[config.mk]
export PLATFORM = sky130hd
export DESIGN_NAME = pdd_config
export DESIGN_NICKNAME = d
export VERILOG_FILES = /design/src/hw/rtl/pdd_pkg.sv /design/src/hw/rtl/pdd_config.sv
export SDC_FILE = /design/constraint.sdc
export NUM_CORES = 1
export LEC_CHECK = 0
export BUFFER_PORTS_ARGS = -buffer_cell sky130_fd_sc_hd__buf_2
export CAP_MARGIN = 20
export CORE_MARGIN = 10
export CORE_UTILIZATION = 30
export DETAILED_ROUTE_END_ITERATION = 12
export MAX_ROUTING_LAYER = met4
export SLEW_MARGIN = 10
export SYNTH_ARGS = -nofsm -noshare
export SYNTH_HDL_FRONTEND = slang
export SYNTH_SLANG_ARGS = --single-unit
[constraint.sdc]
create_clock -name clk -period 1.5 [get_ports clk]
set_clock_uncertainty 0.05 [all_clocks]
set_input_delay 0.225 -clock clk [delete_from_list [all_inputs] [get_ports clk]]
set_output_delay 0.225 -clock clk [all_outputs]
set_load 0.005 [all_outputs]
[src/hw/rtl/pdd_pkg.sv]
// Shared types and constants for the pose detection decoder.
`default_nettype none
package pdd_pkg;

  localparam int PAD_W       = 12;
  localparam int INV_W       = 20;
  localparam int SIZE_W      = 14;
  localparam int THR_W       = 13;
  localparam int VALUE_W     = 17;
  localparam int SCORE_IN_W  = 16;
  localparam int SCORE_W     = 15;
  localparam int POINT_W     = 17;
  localparam int NUMBER_W    = 5;
  localparam int CFG_INDEX_W = 3;
  localparam int CFG_DATA_W  = 20;
  localparam int SCALE_FRAC  = 16;

  localparam logic [SIZE_W-1:0]     IMAGE_MAX = 14'd8192;
  localparam logic [SCORE_IN_W-1:0] CONF_ONE  = 16'd4096;

  typedef enum logic [0:0] {
    OP_BOX      = 1'b0,
    OP_KEYPOINT = 1'b1
  } op_t;

  typedef enum logic [CFG_INDEX_W-1:0] {
    REG_PAD_LEFT        = 3'd0,
    REG_PAD_TOP         = 3'd1,
    REG_INVERSE_SCALE   = 3'd2,
    REG_IMAGE_WIDTH     = 3'd3,
    REG_IMAGE_HEIGHT    = 3'd4,
    REG_SCORE_THRESHOLD = 3'd5
  } cfg_reg_t;

  typedef struct packed {
    logic [PAD_W-1:0]  pad_left;
    logic [PAD_W-1:0]  pad_top;
    logic [INV_W-1:0]  inverse_scale;
    logic [SIZE_W-1:0] image_width;
    logic [SIZE_W-1:0] image_height;
    logic [THR_W-1:0]  score_threshold;
  } cfg_t;

  typedef struct packed {
    op_t                           op;
    logic                          drop;
    logic                          not_finite;
    logic signed [SCORE_IN_W-1:0]  score_in;
  } meta_t;

  typedef struct packed {
    meta_t              meta;
    logic [SIZE_W-1:0]  left;
    logic [SIZE_W-1:0]  top;
    logic [SIZE_W-1:0]  right;
    logic [SIZE_W-1:0]  bottom;
    logic [POINT_W-1:0] point_x;
    logic [POINT_W-1:0] point_y;
  } stage_t;

  typedef struct packed {
    op_t                 kind;
    logic [NUMBER_W-1:0] point_number;
    logic [SIZE_W-1:0]   box_left;
    logic [SIZE_W-1:0]   box_top;
    logic [SIZE_W-1:0]   box_right;
    logic [SIZE_W-1:0]   box_bottom;
    logic [POINT_W-1:0]  point_x;
    logic [POINT_W-1:0]  point_y;
    logic [SCORE_W-1:0]  score;
    logic                point_present;
    logic                last_of_prediction;
  } result_t;

endpackage
`default_nettype wire

[src/hw/rtl/pdd_config.sv]
// Configuration register file of the pose detection decoder.
`default_nettype none
module pdd_config (
  input  logic                             clk,
  input  logic                             rst,
  input  logic                             cfg_valid,
  output logic                             cfg_ready,
  input  logic [pdd_pkg::CFG_INDEX_W-1:0]  cfg_index,
  input  logic [pdd_pkg::CFG_DATA_W-1:0]   cfg_data,
  output pdd_pkg::cfg_t                    cfg
);
  import pdd_pkg::*;

  assign cfg_ready = 1'b1;

  always_ff @(posedge clk) begin
    if (rst) begin
      cfg.pad_left        <= '0;
      cfg.pad_top         <= '0;
      cfg.inverse_scale   <= 20'd65536;
      cfg.image_width     <= 14'd640;
      cfg.image_height    <= 14'd640;
      cfg.score_threshold <= 13'd1434;
    end else if (cfg_valid && cfg_ready) begin
      unique case (cfg_reg_t'(cfg_index))
        REG_PAD_LEFT:        cfg.pad_left        <= cfg_data[PAD_W-1:0];
        REG_PAD_TOP:         cfg.pad_top         <= cfg_data[PAD_W-1:0];
        REG_INVERSE_SCALE:   cfg.inverse_scale   <= cfg_data[INV_W-1:0];
        REG_IMAGE_WIDTH:     cfg.image_width     <= cfg_data[SIZE_W-1:0];
        REG_IMAGE_HEIGHT:    cfg.image_height    <= cfg_data[SIZE_W-1:0];
        REG_SCORE_THRESHOLD: cfg.score_threshold <= cfg_data[THR_W-1:0];
        default: ;
      endcase
    end
  end

endmodule
`default_nettype wire

Word-level counts from Yosys, hierarchy flattened:

Cells that the tools add are included.

* reductions and logical operators: 7
* equality and inequality tests: 5

Operator list (count)
* $reduce_and 2->1: 6
* $eq 3x2->1 const B: 2
* $eq 3x3->1 const B: 2
* $eq 3x1->1 const B: 1
* $logic_not 3->1: 1

* output and inout bits: 86
* word-level logic and storage cells: 18
* bits of input ports: 26
* bits in registers: 85

Depth between registers and ports, before layout:

Gate-level depths: netlist of run 1.

* depth in word-level cells: 2
* mapped depth: 4
* depth with buffers taken out: 2

Worst setup path after synthesis of run 1:

No wires, ideal clock.

* path type: input to register
* from: input cfg_index[1] (netlist bit)
* to: register cfg[75] (netlist bit)
* slack: 0.200 ns
* path buffers: 2
* data arrival time: 1.126 ns
* stages on the path: 4
* library setup time: 0.124 ns
* cell sequence: or4b_1 clkbuf_2 buf_6 mux2i_1

* word-level cells in the longest chain between the ends: 2

Ends and longest elaborated chain
* start: declaration: RTL line pdd_config.sv:8 `input logic [pdd_pkg::CFG_INDEX_W-1:0] cfg_index,`
* $logic_not 3->1: RTL line pdd_config.sv:25 `unique case (cfg_reg_t'(cfg_index))`
* $reduce_and 2->1 (no source line)
* end: declaration: RTL line pdd_config.sv:10 `output pdd_pkg::cfg_t cfg`

No other way between the ends.
A chain may end at the register's enable or synchronous reset.

Final worst setup path of run 1:

* from: register cfg[1] (netlist bit)
* to: output cfg[1] (netlist bit)

No word-level cell between the ends.

==> impl_metrics.ini, run 1 <==
[worst_setup_path]
crit_path_end_kind = output pin
startpoint_type = flip-flop
worst-path-buf-inv = 1
slowest_stage = dfxtp_1
cp.arrival_ps = 810
path_class = reg -> out
r2r-start = cfg[8]
r2r_cells = 2
rrSetupSlack_ps = 830
required_ps = 1220
crit_family = flip-flops
crit_fanout = 2
crit_chain = buf_2
r2r_end = cfg[8]
cp_slowest_stage_delay_ps = 350

[clock_tree]
numCtsBuffers = 9
htreeDepth = 3
cts_tree = yes
cts_root_buffer = clkbuf_16
postCtsSetupBuffers = 0
clock_latency_ps = 330
clock_sinks = 85
clkTransAtPathRegs_ps = 60
post_cts_resized = 0
cts_buffer_depth = 2
hold_buffers = 0

[detailed_routing]
firstDrtPassIters = 4
wl_per_cell_um = 16.45
vias = 2578
totalWireLength_mm = 9.493
ant_nets = 0
dr.first_iter.drc_count = 119
via_per_inst = 4.468
drc = 0

[status]
status = completed

[cells_and_area]
largest_register_ffs = 85
final-instance-count-excl-fill = 577
reg.largest.list = cfg: 85 flops
nets = 457
area.growth.synth_to_final_pct = 32.53
n_fill_cell = 1064
design_area_mm2 = 0.004517
drive_above_1_share = 0.3257
largest_register = cfg

[timing]
tns_ps = 0
slew_violations = 0
grt_setup_unrepaired = false
post-route-min-period_ps = 1089
hold_violations = 0
clock.fmax_ghz = 0.9181
min_period_over_period = 0.7262
setup_violations = 0

[global_route]
grt_pass1_wl_mm = 15.05
antenna_found_initial = 1
grt_pass1_vias = 2824
grt_overflow = 0
grt_max_degree = 46
track_usage = 0.1217

[logic_synthesis]
synth-seq-cells = 85
synth-xor-area-share = 0
ys_types = 16
syn_nets = 341
synth-compound-area-share = 0
syn_area_mm2 = 0.003408
synth_cells = 315
yosys_warnings = 0
synthArstFlopShare = 0
synth_fa_ha_area_frac = 0
syn_avg_cell_area_um2 = 10.82
synthFlopType = dfxtp_1
synth_mux_area_frac = 0.2496
synth_edf_count = 0
synth_top_family_by_area = multiplexers
synthSimpleGateAreaFrac = 0.2184
synth_sequential_area_ratio = 0.4993

[pwr]
p_clk_frac = 0.432
p_switching_mw = 1.053
p_leak_nw = 2.293
vdd_drop_max_uv = 646.2
internal-power_mw = 3.709
total_power_mw = 4.762
power.share.switching = 0.2211
power-per-cell-area_mw_per_mm2 = 1054
power.share.sequential = 0.490
combinationalPowerShare = 0.078

[hold_path]
hp-class = in -> reg
hold_path_depth = 3
min_from = cfg_data[17]
worstHoldEndpoint = cfg[58]

[die]
ios = 112
start_util = 0.3103
dieWidth_um = 126.6
core.rowCount = 38
die_h_um = 126.6
coreArea_mm2 = 0.01098
die_area_mm2 = 0.01602

[placement]
placed_cells = 560
dp_hpwl_mm = 7.105
portBuffers = 110
place_congestion = 0.7213
place_area_mm2 = 0.004242

[run]
max_cap_violations = 0
[layout make-up]
type,instances,area (um^2),share of cell area
multi-input combinational,207,1629,0.3607
clock inverter,1,5.005,0.001108
timing repair buffer,128,735.7,0.1629
clock buffer,15,267.8,0.05928
sequential,85,1702,0.3767
antenna,1,2.502,0.0005540
tap,140,175.2,0.03878
[worst max path at each step]
stage	from	slack (ps)	depth (start not counted)	end
final	cfg[1]	410	1	cfg[1]
after global routing	cfg[9]	360	1	cfg[9]
after CTS	cfg[1]	380	1	cfg[1]
after detailed placement	cfg_index[1]	90	4	cfg[78]
after global placement	cfg_index[1]	110	4	cfg[75]
after floorplan	cfg_index[1]	200	4	cfg[75]
[placed cells by master, fill, tap and decap left out, drive strengths merged]
master     n
nand2b    93
dfxtp     85
clkinv     1
nand4bb    2
mux2i     85
conb       1
and4b      1
buf      128
nor4bb     2
diode      1
nand4b     2
nor2      19
or4bb      1
clkbuf    15
or4b       1
[layer usage]
layer  GRT usage  wire [um]  vias up
met4     0.04622        172        0
met5           -          0        -
met2      0.1841       4377       72
li1            -          -     1269
met3     0.04623        645       14
met1      0.1437       4298     1223
[synthesized netlist by cell type (2+ instances only)]
library cell	n	area, um^2
nand2b_1	93	581.8
dfxtp_1	85	1702
mux2i_1	85	850.8
nor2_1	19	71.32
clkbuf_1	13	48.80
buf_2	7	35.03
nand4b_1	2	17.52
nand4bb_1	2	22.52
nor4bb_1	2	20.02
[logic make-up after synthesis]
group,after synthesis
AND/OR/NAND/NOR,121
multiplexers,85
flip-flops,85
buffers and inverters,23
other,1
[stage by stage]
| step | worst slack (ps) | hold WS (ps) | utilization |
|---|---|---|---|
| final | 410.8 | 97.92 | 0.4113 |
| after detailed placement | 89.62 | 411.4 | 0.3862 |
| after CTS | 380.9 | 84.85 | 0.4110 |
| after global routing | 359.1 | 98.56 | 0.4113 |
| after global placement | 109.0 | 404.8 | 0.3862 |
| after floorplan | 200.0 | 330.3 | - |
[power by group through the flow]
stage	clock [mW]	sequential, mW	combinational (mW)
floorplan	0	2.39	0.190
global route	2.23	2.34	0.413
finish	2.06	2.33	0.372
global placement	0	2.38	0.373
detailed placement	0	2.38	0.381
CTS	2.14	2.33	0.382
No activity file was read; power rests on OpenSTA's default activity.
==> run 2, diff against run 1 <==
clock period = 0.9 ns   (was 1.5 ns; I/O delays follow)
==> impl_metrics.ini, run 2 (synthesis gave the netlist of run 1 again) <==
[cells_and_area]
drive_above_1_share = 0.5574
finalCoreUtilization = 0.4951
area.growth.synth_to_final_pct = 59.54
largest_register_ffs = 85
nets = 491
largest_register = cfg
final_cell_mix = 93 x nand2b_1, 85 x mux2i_1, 85 x dfxtp_2
reg.largest.list = cfg: 85 flops
n_fill_cell = 991
diodes = 0
layout_commonest_cell = nand2b_1

[clock_tree]
cts_buffer_depth = 2
clock_latency_ps = 340
cts_tree = yes
htreeDepth = 3
cts_root_buffer = clkbuf_16
clkTransAtPathRegs_ps = 60
clock_sinks = 85
numCtsBuffers = 9

[worst_setup_path]
r2r_end = cfg[42]
worst-path-buf-inv = 1
endpoint = cfg[84]
startpoint = cfg[84]
crit_family = flip-flops
startpoint_type = flip-flop
rrSetupSlack_ps = 120
crit_chain = buf_6
cp_slowest_stage_delay_ps = 360
crit_fanout = 2
required_ps = 710
r2r_cells = 3
crit_path_end_kind = output pin
cp.arrival_ps = 790
path_depth = 1
slowest_stage = dfxtp_2
r2r-start = cfg[42]
path_class = reg -> out

[global_route]
grt_overflow = 0
grt_pass1_vias = 2908
track_usage = 0.1281
grt_max_degree = 26
grt_pass1_wl_mm = 15.71
antenna_found_initial = 0

[detailed_routing]
ant_nets = 0
vias = 2727
totalWireLength_mm = 10.14
firstDrtPassIters = 4
wl_per_cell_um = 16.62
drc = 0
via_per_inst = 4.470
dr.first_iter.drc_count = 79

[pwr]
combinationalPowerShare = 0.096
power-per-cell-area_mw_per_mm2 = 1547
power.share.switching = 0.2211
vdd_drop_max_uv = 1261
p_switching_mw = 1.860
power.share.sequential = 0.466
total_power_mw = 8.414
internal-power_mw = 6.554
p_leak_nw = 2.599
p_clk_frac = 0.438

[hold_path]
hp-class = in -> reg

[placement]
dp_hpwl_mm = 7.150
portBuffers = 110
place_congestion = 0.7347
pre_cts_ws_ps = -408.1

[status]
status = complete, but fails checks
violations = setup timing

[die]
die_area_mm2 = 0.01602
dieWidth_um = 126.6
die_h_um = 126.6
core.rowCount = 38
ios = 112
coreArea_mm2 = 0.01098
start_util = 0.3103

[timing]
clock.fmax_ghz = 1.021
slew_violations = 0
post-route-min-period_ps = 979.8
min_period_over_period = 1.089
hold_violations = 0
worst_slack_ps = -79.83
grt_setup_unrepaired = true
holdWs_ps = 8.144
setup_violations = 85
tns_ps = -4922

[run]
max_cap_violations = 0
run 2: cell count changes in the layout (fill, tap and decap cells not counted), sizes merged:
cell / change
buf: +31
clkbuf: -3
dlygate4sd3: +3
bufinv: +1
clkinv: +1
clkinvlp: +1
diode: -1
run 2: worst min-delay path by stage:
stage            startpoint       to  cells past startpoint
2_1_floorplan  cfg_data[19]  cfg[60]                      2
3_3_place_gp   cfg_data[16]  cfg[57]                      3
3_5_place_dp   cfg_data[15]  cfg[56]                      3
4_1_cts        cfg_data[19]  cfg[60]                      3
5_1_grt        cfg_data[14]  cfg[55]                      3
6_report       cfg_data[19]  cfg[60]                      3
run 2: layout make-up:
cell class | instances | area [um^2] | area share
tap | 140 | 175.2 | 0.03221
clock buffer | 12 | 246.5 | 0.04533
multi-input combinational | 207 | 1637 | 0.3010
timing repair buffer | 162 | 1524 | 0.2803
sequential | 85 | 1808 | 0.3325
clock inverter | 4 | 47.55 | 0.008744
run 2: repair_timing:
item                       CTS  global route
hold endpoints to repair     3             0
hold buffers                 3             0
pin swaps                    2             0
buffers inserted             8            12
resized for setup          141            32
setup endpoints to repair  114            99
run 2: power by group through the flow:
stage,clock network (mW),logic [mW],registers (mW)
6_report,3.69,0.804,3.92
5_1_grt,3.96,0.879,3.93
4_1_cts,3.80,0.765,3.91
3_5_place_dp,0,0.675,3.97
3_3_place_gp,0,0.663,3.97
2_1_floorplan,0,0.325,3.98
run 2: per-stage QoR:
step / instances / area, um^2
2_1_floorplan: 315 / 3435
3_3_place_gp: 571 / 4340
3_5_place_dp: 571 / 4340
4_1_cts: 598 / 5150
5_1_grt: 610 / 5438
6_report: 610 / 5438
run 2: metal layers:
metal / vias to the layer above / track usage / part of all wire
li1: 1341 / - / -
met1: 1301 / 0.1470 / 0.44
met2: 74 / 0.1999 / 0.47
met3: 11 / 0.04873 / 0.075
met4: 0 / 0.04622 / 0.015
met5: - / - / 0
