### config.mk
export PLATFORM = sky130hd
export DESIGN_NAME = pdd_decide
export DESIGN_NICKNAME = d
export VERILOG_FILES = /design/src/hw/rtl/pdd_pkg.sv /design/src/hw/rtl/pdd_decide.sv
export SDC_FILE = /design/constraint.sdc
export NUM_CORES = 1
export LEC_CHECK = 0
export BUFFER_PORTS_ARGS = -buffer_cell sky130_fd_sc_hd__buf_2
export CAP_MARGIN = 0
export CORE_UTILIZATION = 28
export DETAILED_ROUTE_END_ITERATION = 8
export PLACE_DENSITY_LB_ADDON = 0.2
export SLEW_MARGIN = 5
export SYNTH_ARGS = -nofsm -noshare
export SYNTH_HDL_FRONTEND = slang
export SYNTH_SLANG_ARGS = --single-unit
### constraint.sdc
create_clock -name clk -period 9.6 [get_ports clk]
set_clock_uncertainty 0.2 [all_clocks]
set_input_delay 1.44 -clock clk [delete_from_list [all_inputs] [get_ports clk]]
set_output_delay 1.44 -clock clk [all_outputs]
set_load 0.02 [all_outputs]
### src/hw/rtl/pdd_pkg.sv
// Shared types and constants for the pose detection decoder.
`default_nettype none
package pdd_pkg;

  localparam int PAD_W       = 12;
  localparam int INV_W       = 20;
  localparam int SIZE_W      = 14;
  localparam int THR_W       = 13;
  localparam int VALUE_W     = 17;
  localparam int SCORE_IN_W  = 16;
  localparam int SCORE_W     = 15;
  localparam int POINT_W     = 17;
  localparam int NUMBER_W    = 5;
  localparam int CFG_INDEX_W = 3;
  localparam int CFG_DATA_W  = 20;
  localparam int SCALE_FRAC  = 16;

  localparam logic [SIZE_W-1:0]     IMAGE_MAX = 14'd8192;
  localparam logic [SCORE_IN_W-1:0] CONF_ONE  = 16'd4096;

  typedef enum logic [0:0] {
    OP_BOX      = 1'b0,
    OP_KEYPOINT = 1'b1
  } op_t;

  typedef enum logic [CFG_INDEX_W-1:0] {
    REG_PAD_LEFT        = 3'd0,
    REG_PAD_TOP         = 3'd1,
    REG_INVERSE_SCALE   = 3'd2,
    REG_IMAGE_WIDTH     = 3'd3,
    REG_IMAGE_HEIGHT    = 3'd4,
    REG_SCORE_THRESHOLD = 3'd5
  } cfg_reg_t;

  typedef struct packed {
    logic [PAD_W-1:0]  pad_left;
    logic [PAD_W-1:0]  pad_top;
    logic [INV_W-1:0]  inverse_scale;
    logic [SIZE_W-1:0] image_width;
    logic [SIZE_W-1:0] image_height;
    logic [THR_W-1:0]  score_threshold;
  } cfg_t;

  typedef struct packed {
    op_t                           op;
    logic                          drop;
    logic                          not_finite;
    logic signed [SCORE_IN_W-1:0]  score_in;
  } meta_t;

  typedef struct packed {
    meta_t              meta;
    logic [SIZE_W-1:0]  left;
    logic [SIZE_W-1:0]  top;
    logic [SIZE_W-1:0]  right;
    logic [SIZE_W-1:0]  bottom;
    logic [POINT_W-1:0] point_x;
    logic [POINT_W-1:0] point_y;
  } stage_t;

  typedef struct packed {
    op_t                 kind;
    logic [NUMBER_W-1:0] point_number;
    logic [SIZE_W-1:0]   box_left;
    logic [SIZE_W-1:0]   box_top;
    logic [SIZE_W-1:0]   box_right;
    logic [SIZE_W-1:0]   box_bottom;
    logic [POINT_W-1:0]  point_x;
    logic [POINT_W-1:0]  point_y;
    logic [SCORE_W-1:0]  score;
    logic                point_present;
    logic                last_of_prediction;
  } result_t;

endpackage
`default_nettype wire

### src/hw/rtl/pdd_decide.sv
// Prediction state, accept or drop decision and the output register.
`default_nettype none
module pdd_decide #(
  parameter int KEYPOINT_COUNT = 17
) (
  input  logic              clk,
  input  logic              rst,
  input  logic              valid_d,
  input  pdd_pkg::stage_t   stage,
  output logic              take_d,
  output logic              out_valid,
  input  logic              out_ready,
  output pdd_pkg::result_t  result
);
  import pdd_pkg::*;

  localparam logic [NUMBER_W:0] COUNT = (NUMBER_W + 1)'(KEYPOINT_COUNT);

  logic                accepted;
  logic                accepted_next;
  logic [NUMBER_W-1:0] counter;
  logic [NUMBER_W-1:0] counter_next;
  logic [NUMBER_W:0]   count_inc;
  logic                box_keep;
  logic                emit;
  logic                out_space;
  logic                advance;
  result_t             result_next;

  always_comb begin
    box_keep      = !stage.meta.drop && (stage.right > stage.left) &&
                    (stage.bottom > stage.top);
    count_inc     = {1'b0, counter} + (NUMBER_W + 1)'(1);
    emit          = 1'b0;
    accepted_next = accepted;
    counter_next  = counter;
    result_next   = '0;
    if (stage.meta.op == OP_BOX) begin
      counter_next           = '0;
      accepted_next          = box_keep;
      emit                   = box_keep;
      result_next.kind       = OP_BOX;
      result_next.box_left   = stage.left;
      result_next.box_top    = stage.top;
      result_next.box_right  = stage.right;
      result_next.box_bottom = stage.bottom;
      result_next.score      = stage.meta.score_in[SCORE_W-1:0];
    end else if (accepted) begin
      emit                     = 1'b1;
      result_next.kind         = OP_KEYPOINT;
      result_next.point_number = counter;
      if (!stage.meta.not_finite) begin
        result_next.point_x       = stage.point_x;
        result_next.point_y       = stage.point_y;
        result_next.point_present = 1'b1;
        if (stage.meta.score_in[SCORE_IN_W-1]) begin
          result_next.score = '0;
        end else if (stage.meta.score_in > $signed(CONF_ONE)) begin
          result_next.score = CONF_ONE[SCORE_W-1:0];
        end else begin
          result_next.score = stage.meta.score_in[SCORE_W-1:0];
        end
      end
      if (count_inc >= COUNT) begin
        result_next.last_of_prediction = 1'b1;
        counter_next                   = '0;
        accepted_next                  = 1'b0;
      end else begin
        counter_next = count_inc[NUMBER_W-1:0];
      end
    end
  end

  assign out_space = !out_valid || out_ready;
  assign advance   = valid_d && (!emit || out_space);
  assign take_d    = !valid_d || advance;

  always_ff @(posedge clk) begin
    if (rst) begin
      accepted  <= 1'b0;
      counter   <= '0;
      out_valid <= 1'b0;
    end else begin
      if (advance) begin
        accepted <= accepted_next;
        counter  <= counter_next;
      end
      if (advance && emit) begin
        out_valid <= 1'b1;
      end else if (out_ready) begin
        out_valid <= 1'b0;
      end
    end
  end

  always_ff @(posedge clk) begin
    if (advance && emit) begin
      result <= result_next;
    end
  end

endmodule
`default_nettype wire

# Yosys cells after proc, flatten, opt, wreduce, memory -nomap -nowiden
# Index checks and enable logic that the tools add are counted.
classes:
  n_addsub: 1
  n_mul: 0
  n_div: 0
  magnitude_cmp: 4
  n_eq_ne: 1
  shifts: 0
  mux: 17
  bitwise: 2
  n_reduce_logical: 15
ops:
  columns: ["cell", "count"]
  rows:
  - ["15-bit 2-to-1 mux", 3]
  - ["14-bit greater-than comparator", 2]
  - ["17-bit 2-to-1 mux", 1]
  - ["16-bit by 14-bit greater-than comparator with 1-bit output, second input constant", 1]
  - ["16-bit 2-to-1 mux", 1]
  - ["5-bit 2-to-1 mux", 3]
  - ["1-bit 2-to-1 mux", 8]
  - ["5-bit by 1-bit adder with 6-bit output, second input constant", 1]
  - ["6-bit by 5-bit >= comparator with 1-bit output, second input constant", 1]
  - ["6-bit 2-to-1 mux", 1]
  - ["1-bit logical AND", 4]
  - ["1-bit logical NOT", 4]
  - ["2-bit AND reduction", 2]
  - ["1-bit logical OR", 3]
  - ["3-bit OR reduction", 1]
  - ["2-bit by 1-bit inequality test with 1-bit output, second input constant", 1]
  - ["1-bit NOT", 2]
  - ["2-bit nonzero test", 1]
totals:
  register_bits: 120
  latch_bits: 0
  ramBits: 0
  romBits: 0
  input_bits: 113
  out_inout_bits: 115
  mem_count: 0

# Logic depth before layout (Yosys ltp)
# Gate-level depths: netlist (run 1).
depth:
  word_depth: 9
  mapped_depth: 8
  depth_no_buf: 8

# Worst setup path before layout (run 1)
# OpenSTA, ideal clock, no wires.
synth_path:
  path_type: "input to register"
  from: "in stage[88] (netlist name)"
  to: "reg result[0] (netlist name), enable pin"
  arrival_ps: 8211
  t_required_ps: 8778
  setup_slack_ps: 566
  stages: 8
  path_buffers: 0
  cell_sequence: "inv_1 ha_1 nand4_2 nor4_1 or4_1 a31oi_2 nand2_2 a21oi_1"
synth_via:
  elab_chain_cells: 8
synth_lines:
  columns: ["element", "line", "text"]
  rows:
  - ["start, declared", "pdd_decide.sv:9", "input pdd_pkg::stage_t stage,"]
  - ["14-bit greater-than comparator *", "pdd_decide.sv:31", "box_keep = !stage.meta.drop && (stage.right > stage.left) &&"]
  - ["1-bit logical AND * (2 in a row)", "pdd_decide.sv:31", null]
  - ["1-bit 2-to-1 mux *", "pdd_decide.sv:38", "if (stage.meta.op == OP_BOX) begin"]
  - ["1-bit logical NOT", "pdd_decide.sv:75", "assign advance = valid_d && (!emit || out_space);"]
  - ["1-bit logical OR", "pdd_decide.sv:75", null]
  - ["1-bit logical AND", "pdd_decide.sv:75", null]
  - ["1-bit logical AND *", "pdd_decide.sv:97", "if (advance && emit) begin"]
  - ["end signal, assigned", "pdd_decide.sv:98", "result <= result_next;"]
  - ["end, declared", "pdd_decide.sv:13", "output pdd_pkg::result_t result"]
# Mark *: on every way between the ends. The rest lies on a longest branch, timed or not.
# A chain may end at the register's enable or synchronous reset.

# Final worst setup path (run 1)
layout_path:
  from: "in stage[57] (netlist name)"
  to: "reg result[79] (netlist name), enable pin"
# Same word-level chain as after synthesis.

==> Flow_metrics.wiki, run 1 <==
{| class="wikitable"
! Metric !! Value
|-
| First-pass GRT wire length || 21200 um
|-
| Number of global-route vias before repair || 4089
|-
| PostCTS Resize Cnt || 0
|-
| Static Leakage || 0.00308 uW
|-
| Chip Width || 139 um
|-
| Area growth, synth to finish || 38.4%
|-
| Initial antenna violation count || 0
|-
| Depth of the CTS H-tree || 4
|-
| Max rail drop VDD || 0.116 mV
|-
| Setup fix buffers added after clock tree synthesis || 0
|-
| Final period utilization || 0.525
|-
| WP data arrival || 4.86 ns
|-
| Internal power component || 1070 uW
|-
| Routability cong. || 0.795
|-
| Number of hold buffers added after cts || 0
|-
| Maximum number of pins on one net before global-route repair || 85
|-
| Total area of multi-input combinational cells || 0.00158 mm2
|-
| Max-Cap Viols || 0
|-
| Total of warnings raised by yosys || 0
|-
| Fin Setup TNS || 0 ns
|-
| Origin of the worst setup path || stage[57]
|-
| Data required time of the worst path || 9.42 ns
|-
| Top fanout value on the critical path || 84
|-
| Max Freq || 0.199 GHz
|-
| Area of the core region || 0.0182 mm2
|-
| Most used standard cells in the synthesized netlist || 113 x edfxtp_1, 46 x and2_1, 40 x nor2_1, 36 x inv_1, 31 x nor2b_1
|-
| Combinational Power Share || 0.088
|-
| Number of remaining DRC errors || 0
|-
| Worst reg-to-reg path cell count || 3
|-
| Initial core utilization || 0.290
|-
| Number of search-and-repair iterations in the first detailed-routing pass || 4
|-
| Worst-skew pair later-pin latency || 0.41 ns
|-
| Total of endpoints with negative setup slack in the final report || 0
|-
| Design Area, Final || 0.00731 mm2
|-
| Maximum clock path buffer count || 2
|-
| Nature of the critical path startpoint || input pin
|-
| RSZ-0062 raised after global routing || false
|-
| Main flop type after synthesis || edfxtp_1
|-
| Number of enable flip-flop cells after synthesis || 113
|-
| Area contributors post-synth || edfxtp_1 64%, ha_1 7.1%, and2_1 5.4%
|-
| Clock slew seen by the registers of the worst setup and hold paths || 0.05 ns
|-
| Worst hold path class || flip-flop to flip-flop
|-
| Flop2flop setup slack || 6.54 ns
|-
| Synthesized cell area || 0.00528 mm2
|-
| Row Count || 49
|-
| Distinct cells, synth || 43
|-
| Fraction of layout instances using a drive strength above 1 || 0.413
|-
| Sequential cell area || 0.00353 mm2
|-
| Worst r2r dst || result[79]
|-
| Total Nets Final || 784
|-
| Sequential area share after synthesis || 0.669
|-
| Area share of the leading cell type in the synthesized netlist || 0.642
|-
| Vertical die dimension || 139 um
|-
| Synthesized flop and latch total || 120
|-
| Crit Path Category || input pin to flip-flop
|-
| Hold path start || counter[3]
|-
| Worst hold-check slack || 0.317 ns
|-
| Synth Net Count || 546
|-
| Worst R2R Start || accepted
|-
| Overall power || 1380 uW
|-
| Slew at the pin closest to its max-slew limit || 1.11 ns
|-
| Fraction of power spent switching nets || 0.222
|-
| Post-route ant nets || 0
|-
| Via count || 3895
|-
| Async SR Flop Fraction || 0
|-
| Pins over their slew limit || 0
|-
| Number of instances on the worst hold path || 1
|-
| HPWL after detailed placement || 10000 um
|-
| Worst slew margin || 0.263
|-
| Avg Synthesized Cell Area || 13.1 um2
|-
| Buffer cell driving the clock tree root || clkbuf_16
|-
| TritonCTS buffer count || 17
|-
| Area post-placement || 0.00670 mm2
|-
| Kind of end point of the critical path || flip-flop
|-
| Clock tree from TritonCTS || done
|-
| Area enclosed by the die boundary || 0.0194 mm2
|-
| Sum of overflow across all layers after global routing || 0
|-
| Clock network fraction of total power || 0.479
|-
| Post-detailed-route wirelength per cell || 15.1 um
|-
| Core occupancy in the finished layout || 0.401
|-
| Routed via count divided by cell count || 4.41
|-
| Total track usage || 0.143
|-
| Areal power density over the cells || 188 mW/mm2
|-
| Count of final hold-check violations || 0
|-
| Post-Synthesis Cells || 403
|-
| Sequential cell fraction of total power || 0.433
|-
| Wirelength, routed || 13400 um
|-
| Num ports || 228
|-
| Outcome || complete, no violations
|-
| Number of buffers inserted by port buffering || 227
|-
| Worst setup path end || result[79]
|-
| Filler cell count || 1770
|-
| Yosys top cell by area || edfxtp_1
|-
| Initial DRC count || 127
|-
| Post-layout minimum cycle time || 5.04 ns
|-
| Clock Sink Count || 120
|-
| Leading cell type by number of instances after synthesis || edfxtp_1
|-
| Total net switching power || 305 uW
|}
-- state kept, by name, summed over array words and instances, names as in the netlist --
| register | cells |
|---|---|
| result | 113 |
| counter | 5 |
| accepted | 1 |
| out_valid | 1 |
-- area by class of cell --
class | instances | area share
sequential | 120 | 0.483
multi-input combinational | 235 | 0.216
timing repair buffer | 230 | 0.158
clock buffer | 19 | 0.0592
tap | 229 | 0.0392
clock inverter | 13 | 0.0245
inverter | 37 | 0.0190
antenna | 1 | 0.000342
-- placed cells by master (no fill, tap or decap), drive strengths merged, types with 3 or more instances in the layout --
master | netlist | layout
o31ai | 3 | 3
clkbuf | 8 | 19
nand2b | 6 | 6
ha | 30 | 30
clkinv | 0 | 6
a31oi | 6 | 6
inv | 37 | 37
bufinv | 0 | 4
and3 | 3 | 3
nand2 | 11 | 11
nand3 | 7 | 7
nor2 | 40 | 40
nor4 | 5 | 5
nand4 | 6 | 6
nor2b | 31 | 31
dfxtp | 7 | 7
edfxtp | 113 | 113
and2 | 46 | 46
clkinvlp | 0 | 3
buf | 3 | 230
a21oi | 16 | 16
-- worst max-delay path, cell delays in order --
cell and delay, ns:
buf_2 0.11, ha_1 0.33, nand4_1 0.14, nor4_1 0.08, or4_1 0.49, a31oi_2 0.26, nand2_2 0.15, a21oi_4 0.81
buf_4 0.94
-- logic make-up after synthesis --
kind of cell	after synthesis	share of synthesized area
AO/OA/AOI/OAI	42	0.0547
adder cells (fa/ha/maj)	30	0.0711
buffers and inverters	48	0.0343
flip-flops	120	0.669
multiplexers	1	0.00213
AND/OR/NAND/NOR	162	0.169
-- through the flow --
step	setup slack [ns]	instances
2_1_floorplan	0.566	403
3_3_place_gp	4.17	851
3_5_place_dp	4.06	851
4_1_cts	4.50	883
5_1_grt	4.28	883
6_report	4.56	884
-- worst min path at each step --
| stage | endpoint | slack, ns |
|---|---|---|
| final | counter[3] | 0.32 |
| after global routing | counter[3] | 0.34 |
| after CTS | counter[3] | 0.32 |
| after detailed placement | counter[4] | 0.30 |
| after global placement | counter[4] | 0.30 |
| after floorplan | counter[4] | 0.26 |
-- power groups by stage --
stage | registers (uW) | logic [uW] | clock network [uW]
3_3_place_gp | 606 | 121 | 0
6_report | 595 | 121 | 659
4_1_cts | 595 | 123 | 676
3_5_place_dp | 606 | 123 | 0
2_1_floorplan | 626 | 50.1 | 0
5_1_grt | 597 | 135 | 696
-- layer usage --
layer  global-route usage  share of wire
met1                0.166           0.43
met2                0.230           0.45
met3               0.0606           0.10
met4               0.0614          0.018
met5                    0              0
Power figures use the tool's default switching activity.
==> run 2: changes to the inputs <==
Settings changed: ABC_AREA set to 1.
Clock period 9.6 ns to 4.3 ns, I/O delays scaled along.
==> run 2 against run 1 <==
Register-to-register slack got worse by 4.5 ns. Power rose by 120%. Worst hold slack got worse by 0.074 ns. Global-route usage fell by 0.66 points. Sequential share of layout area fell by 2.2 points. Die area rose by 5.2%. Core utilization fell by 0.78 points. Synthesized cell count rose by 34%. Clock power rose by 140%. Via count rose by 8.6%. Largest cell class unchanged. Largest power group unchanged.
==> Flow_metrics.wiki, run 2 <==
{| class="wikitable"
! Metric !! Value
|-
| Outcome || complete, no violations
|-
| Max-Cap Viols || 0 (unchanged)
|-
| Leading cell type by number of instances after synthesis || inv_1
|-
| Overall power || 3080 uW (+120%)
|-
| HPWL after detailed placement || 9940 um (-0.79%)
|-
| Filler cell count || 1975 (+12%)
|-
| Clock Sink Count || 120 (unchanged)
|-
| Vertical die dimension || 143 um (+2.6%)
|-
| Total area of multi-input combinational cells || 0.00146 mm2 (-7.3%)
|-
| Initial core utilization || 0.286 (-0.00429)
|-
| Worst slew margin || 0.595 (+0.332)
|-
| Distinct cells, synth || 31 (-28%)
|-
| Post-layout minimum cycle time || 2.93 ns
|-
| Post-detailed-route wirelength per cell || 12.8 um (-15%)
|-
| Area share of the leading cell type in the synthesized netlist || 0.610 (-0.0324)
|-
| Row Count || 51 (+4.1%)
|-
| Setup fix buffers added after clock tree synthesis || 0 (unchanged)
|-
| Crit Path Category || input pin to output pin
|-
| Sequential cell area || 0.00353 mm2 (unchanged)
|-
| Routed via count divided by cell count || 4.00 (-9.2%)
|-
| Area enclosed by the die boundary || 0.0204 mm2 (+5.2%)
|-
| Number of enable flip-flop cells after synthesis || 113 (unchanged)
|-
| Top fanout value on the critical path || 3 (-96%)
|-
| TritonCTS buffer count || 17 (unchanged)
|-
| Total of endpoints with negative setup slack in the final report || 0 (unchanged)
|-
| Synth Net Count || 685 (+25%)
|-
| Clock slew seen by the registers of the worst setup and hold paths || 0.06 ns (about the same)
|-
| Nature of the critical path startpoint || input pin
|-
| Pins over their slew limit || 0 (unchanged)
|-
| Fraction of layout instances using a drive strength above 1 || 0.359 (-0.0543)
|-
| Fin Setup TNS || 0 ns (unchanged)
|-
| Most common library cell in the layout ignoring fill and taps || buf_2
|-
| PostCTS Resize Cnt || 0 (unchanged)
|-
| Buffer cell driving the clock tree root || clkbuf_16
|-
| Number of instances on the worst hold path || 2 (+1)
|-
| Clock tree from TritonCTS || done
|-
| Worst hold path class || input pin to flip-flop
|-
| Static Leakage || 0.00393 uW (+28%)
|-
| Avg Synthesized Cell Area || 10.3 um2 (-22%)
|-
| Async SR Flop Fraction || 0 (unchanged)
|-
| Final period utilization || 0.681
|-
| Worst reg-to-reg path cell count || 6 (+3)
|-
| Number of hold buffers added after cts || 0 (unchanged)
|-
| Worst R2R Start || accepted
|-
| WP data arrival || 2.08 ns (-2.78 ns)
|-
| Area growth, synth to finish || 37.7%
|-
| Total of warnings raised by yosys || 0 (unchanged)
|-
| Yosys top cell by area || edfxtp_1
|-
| Data required time of the worst path || 3.45 ns (-5.97 ns)
|-
| Sum of overflow across all layers after global routing || 0 (unchanged)
|-
| Total track usage || 0.136 (-0.00663)
|-
| Via count || 4231 (+8.6%)
|-
| Worst r2r dst || result[4]
|-
| Synthesized cell area || 0.00556 mm2 (+5.3%)
|-
| Worst hold-check slack || 0.243 ns (-0.0743 ns)
|-
| Maximum clock path buffer count || 2 (unchanged)
|-
| Post-Synthesis Cells || 542 (+34%)
|-
| Total Nets Final || 922 (+18%)
|-
| Slew at the pin closest to its max-slew limit || 0.607 ns (-0.499 ns)
|-
| Post-route ant nets || 0 (unchanged)
|-
| Number of global-route vias before repair || 4247 (+3.9%)
|-
| Number of remaining DRC errors || 0 (unchanged)
|-
| Max rail drop VDD || 0.257 mV (+120%)
|-
| Core occupancy in the finished layout || 0.394 (-0.00780)
|-
| Hold path start || rst
|-
| Max FFs per register || 113 (unchanged)
|-
| Num ports || 228 (unchanged)
|-
| Max Freq || 0.341 GHz
|-
| Maximum number of pins on one net before global-route repair || 57 (-33%)
|-
| Synthesized flop and latch total || 120 (unchanged)
|-
| Kind of end point of the critical path || output pin
|-
| Main flop type after synthesis || edfxtp_1
|-
| Most frequent cells in the layout || 227 x buf_2, 130 x inv_1, 129 x nor2_1
|-
| First-pass GRT wire length || 20700 um (-2.6%)
|-
| Count of final hold-check violations || 0 (unchanged)
|-
| Flop2flop setup slack || 2.09 ns (-4.45 ns)
|-
| Area of the core region || 0.0195 mm2 (+6.9%)
|-
| Initial antenna violation count || 0 (unchanged)
|-
| Most used standard cells in the synthesized netlist || 130 x inv_1, 129 x nor2_1, 113 x edfxtp_1, 59 x nand2_1, 30 x ha_1
|-
| Diode insertion count for antenna repair || 0 (-1)
|-
| Worst-skew pair later-pin latency || 0.41 ns (about the same)
|-
| Largest registers || result: 113 flops, counter: 5 flops
|-
| Depth of the CTS H-tree || 4 (unchanged)
|-
| RSZ-0062 raised after global routing || false
|-
| Areal power density over the cells || 402 mW/mm2 (+110%)
|-
| Number of search-and-repair iterations in the first detailed-routing pass || 4 (unchanged)
|-
| Area contributors post-synth || edfxtp_1 61%, inv_1 8.8%, nor2_1 8.7%
|-
| Wirelength, routed || 13600 um (+1.3%)
|-
| Initial DRC count || 181 (+43%)
|-
| Sequential area share after synthesis || 0.635 (-0.0337)
|-
| Chip Width || 143 um (+2.6%)
|-
| Routability cong. || 0.805 (+1.3%)
|-
| Number of buffers inserted by port buffering || 227 (unchanged)
|-
| Endpoint, Worst Hold || counter[1]
|-
| Most flops, register || result
|}
[run 2: changes by cell type in the layout (fill, tap and decap cells not counted), sizes merged, moves of 4 or more]
cell    previous run  this run
nand2b             6         0
clkinv             6        11
inv               37       136
a21oi             16        12
nor2b             31         0
nand2             11        65
and2              46         0
nor2              40       134
nand3              7        14
a31oi              6         0
[run 2: per-stage QoR]
stage,instances,cell area [um2],setup WS (ns)
3_5_place_dp,1025,7030,0.974
2_1_floorplan,542,5560,0.771
6_report,1057,7660,1.37
3_3_place_gp,1025,7030,0.994
4_1_cts,1057,7660,1.33
5_1_grt,1057,7660,1.19
[run 2: worst max-delay path by stage]
| stage | start | endpoint | slack, ns | cells past startpoint |
|---|---|---|---|---|
| floorplan | stage[67] | result[0] | 0.77 | 12 |
| global placement | stage[75] | result[27] | 0.99 | 14 |
| global route | stage[89] | take_d | 1.19 | 13 |
| finish | stage[89] | take_d | 1.37 | 13 |
| detailed placement | stage[81] | result[109] | 0.97 | 14 |
| CTS | stage[89] | take_d | 1.33 | 13 |
[run 2: power breakdown]
group          switching (uW)  total (uW)  leakage, uW  internal, uW
registers                4.91        1290      0.00119          1290
clock network             529        1550     0.000313          1020
logic                     139         234      0.00243          94.3
[run 2: layout make-up]
| type | count | area share |
|---|---|---|
| sequential | 120 | 0.461 |
| multi-input combinational | 273 | 0.191 |
| timing repair buffer | 230 | 0.154 |
| inverter | 137 | 0.0674 |
| clock buffer | 17 | 0.0555 |
| tap | 265 | 0.0433 |
| clock inverter | 15 | 0.0271 |
[run 2: routing by layer]
| layer | routed length (um) | track usage |
|---|---|---|
| met5 | 0 | 0 |
| met4 | 216 | 0.0566 |
| met3 | 1080 | 0.0483 |
| met2 | 6660 | 0.243 |
| met1 | 5590 | 0.145 |
[run 2: critical path, cell delays in order]
cell,delay [ns]
buf_2,0.08
inv_1,0.05
ha_1,0.30
nand2_2,0.08
nor2_4,0.14
nand2_2,0.07
nor2_1,0.09
nor2_1,0.05
nand2_1,0.10
nand3_2,0.13
nand2_4,0.11
nand3_1,0.07
buf_2,0.18
[run 2: logic make-up (layout without fill, tap and decap cells)]
group / after synthesis / count (layout) / synth area share
AOI/OAI and AO/OA: 16 / 16 / 0.0182
adders and majority gates: 30 / 30 / 0.0675
DFF: 120 / 120 / 0.635
xor gates and xnor gates: 2 / 2 / 0.00315
buffers and inverters: 149 / 399 / 0.102
and+or+nand+nor: 225 / 225 / 0.174
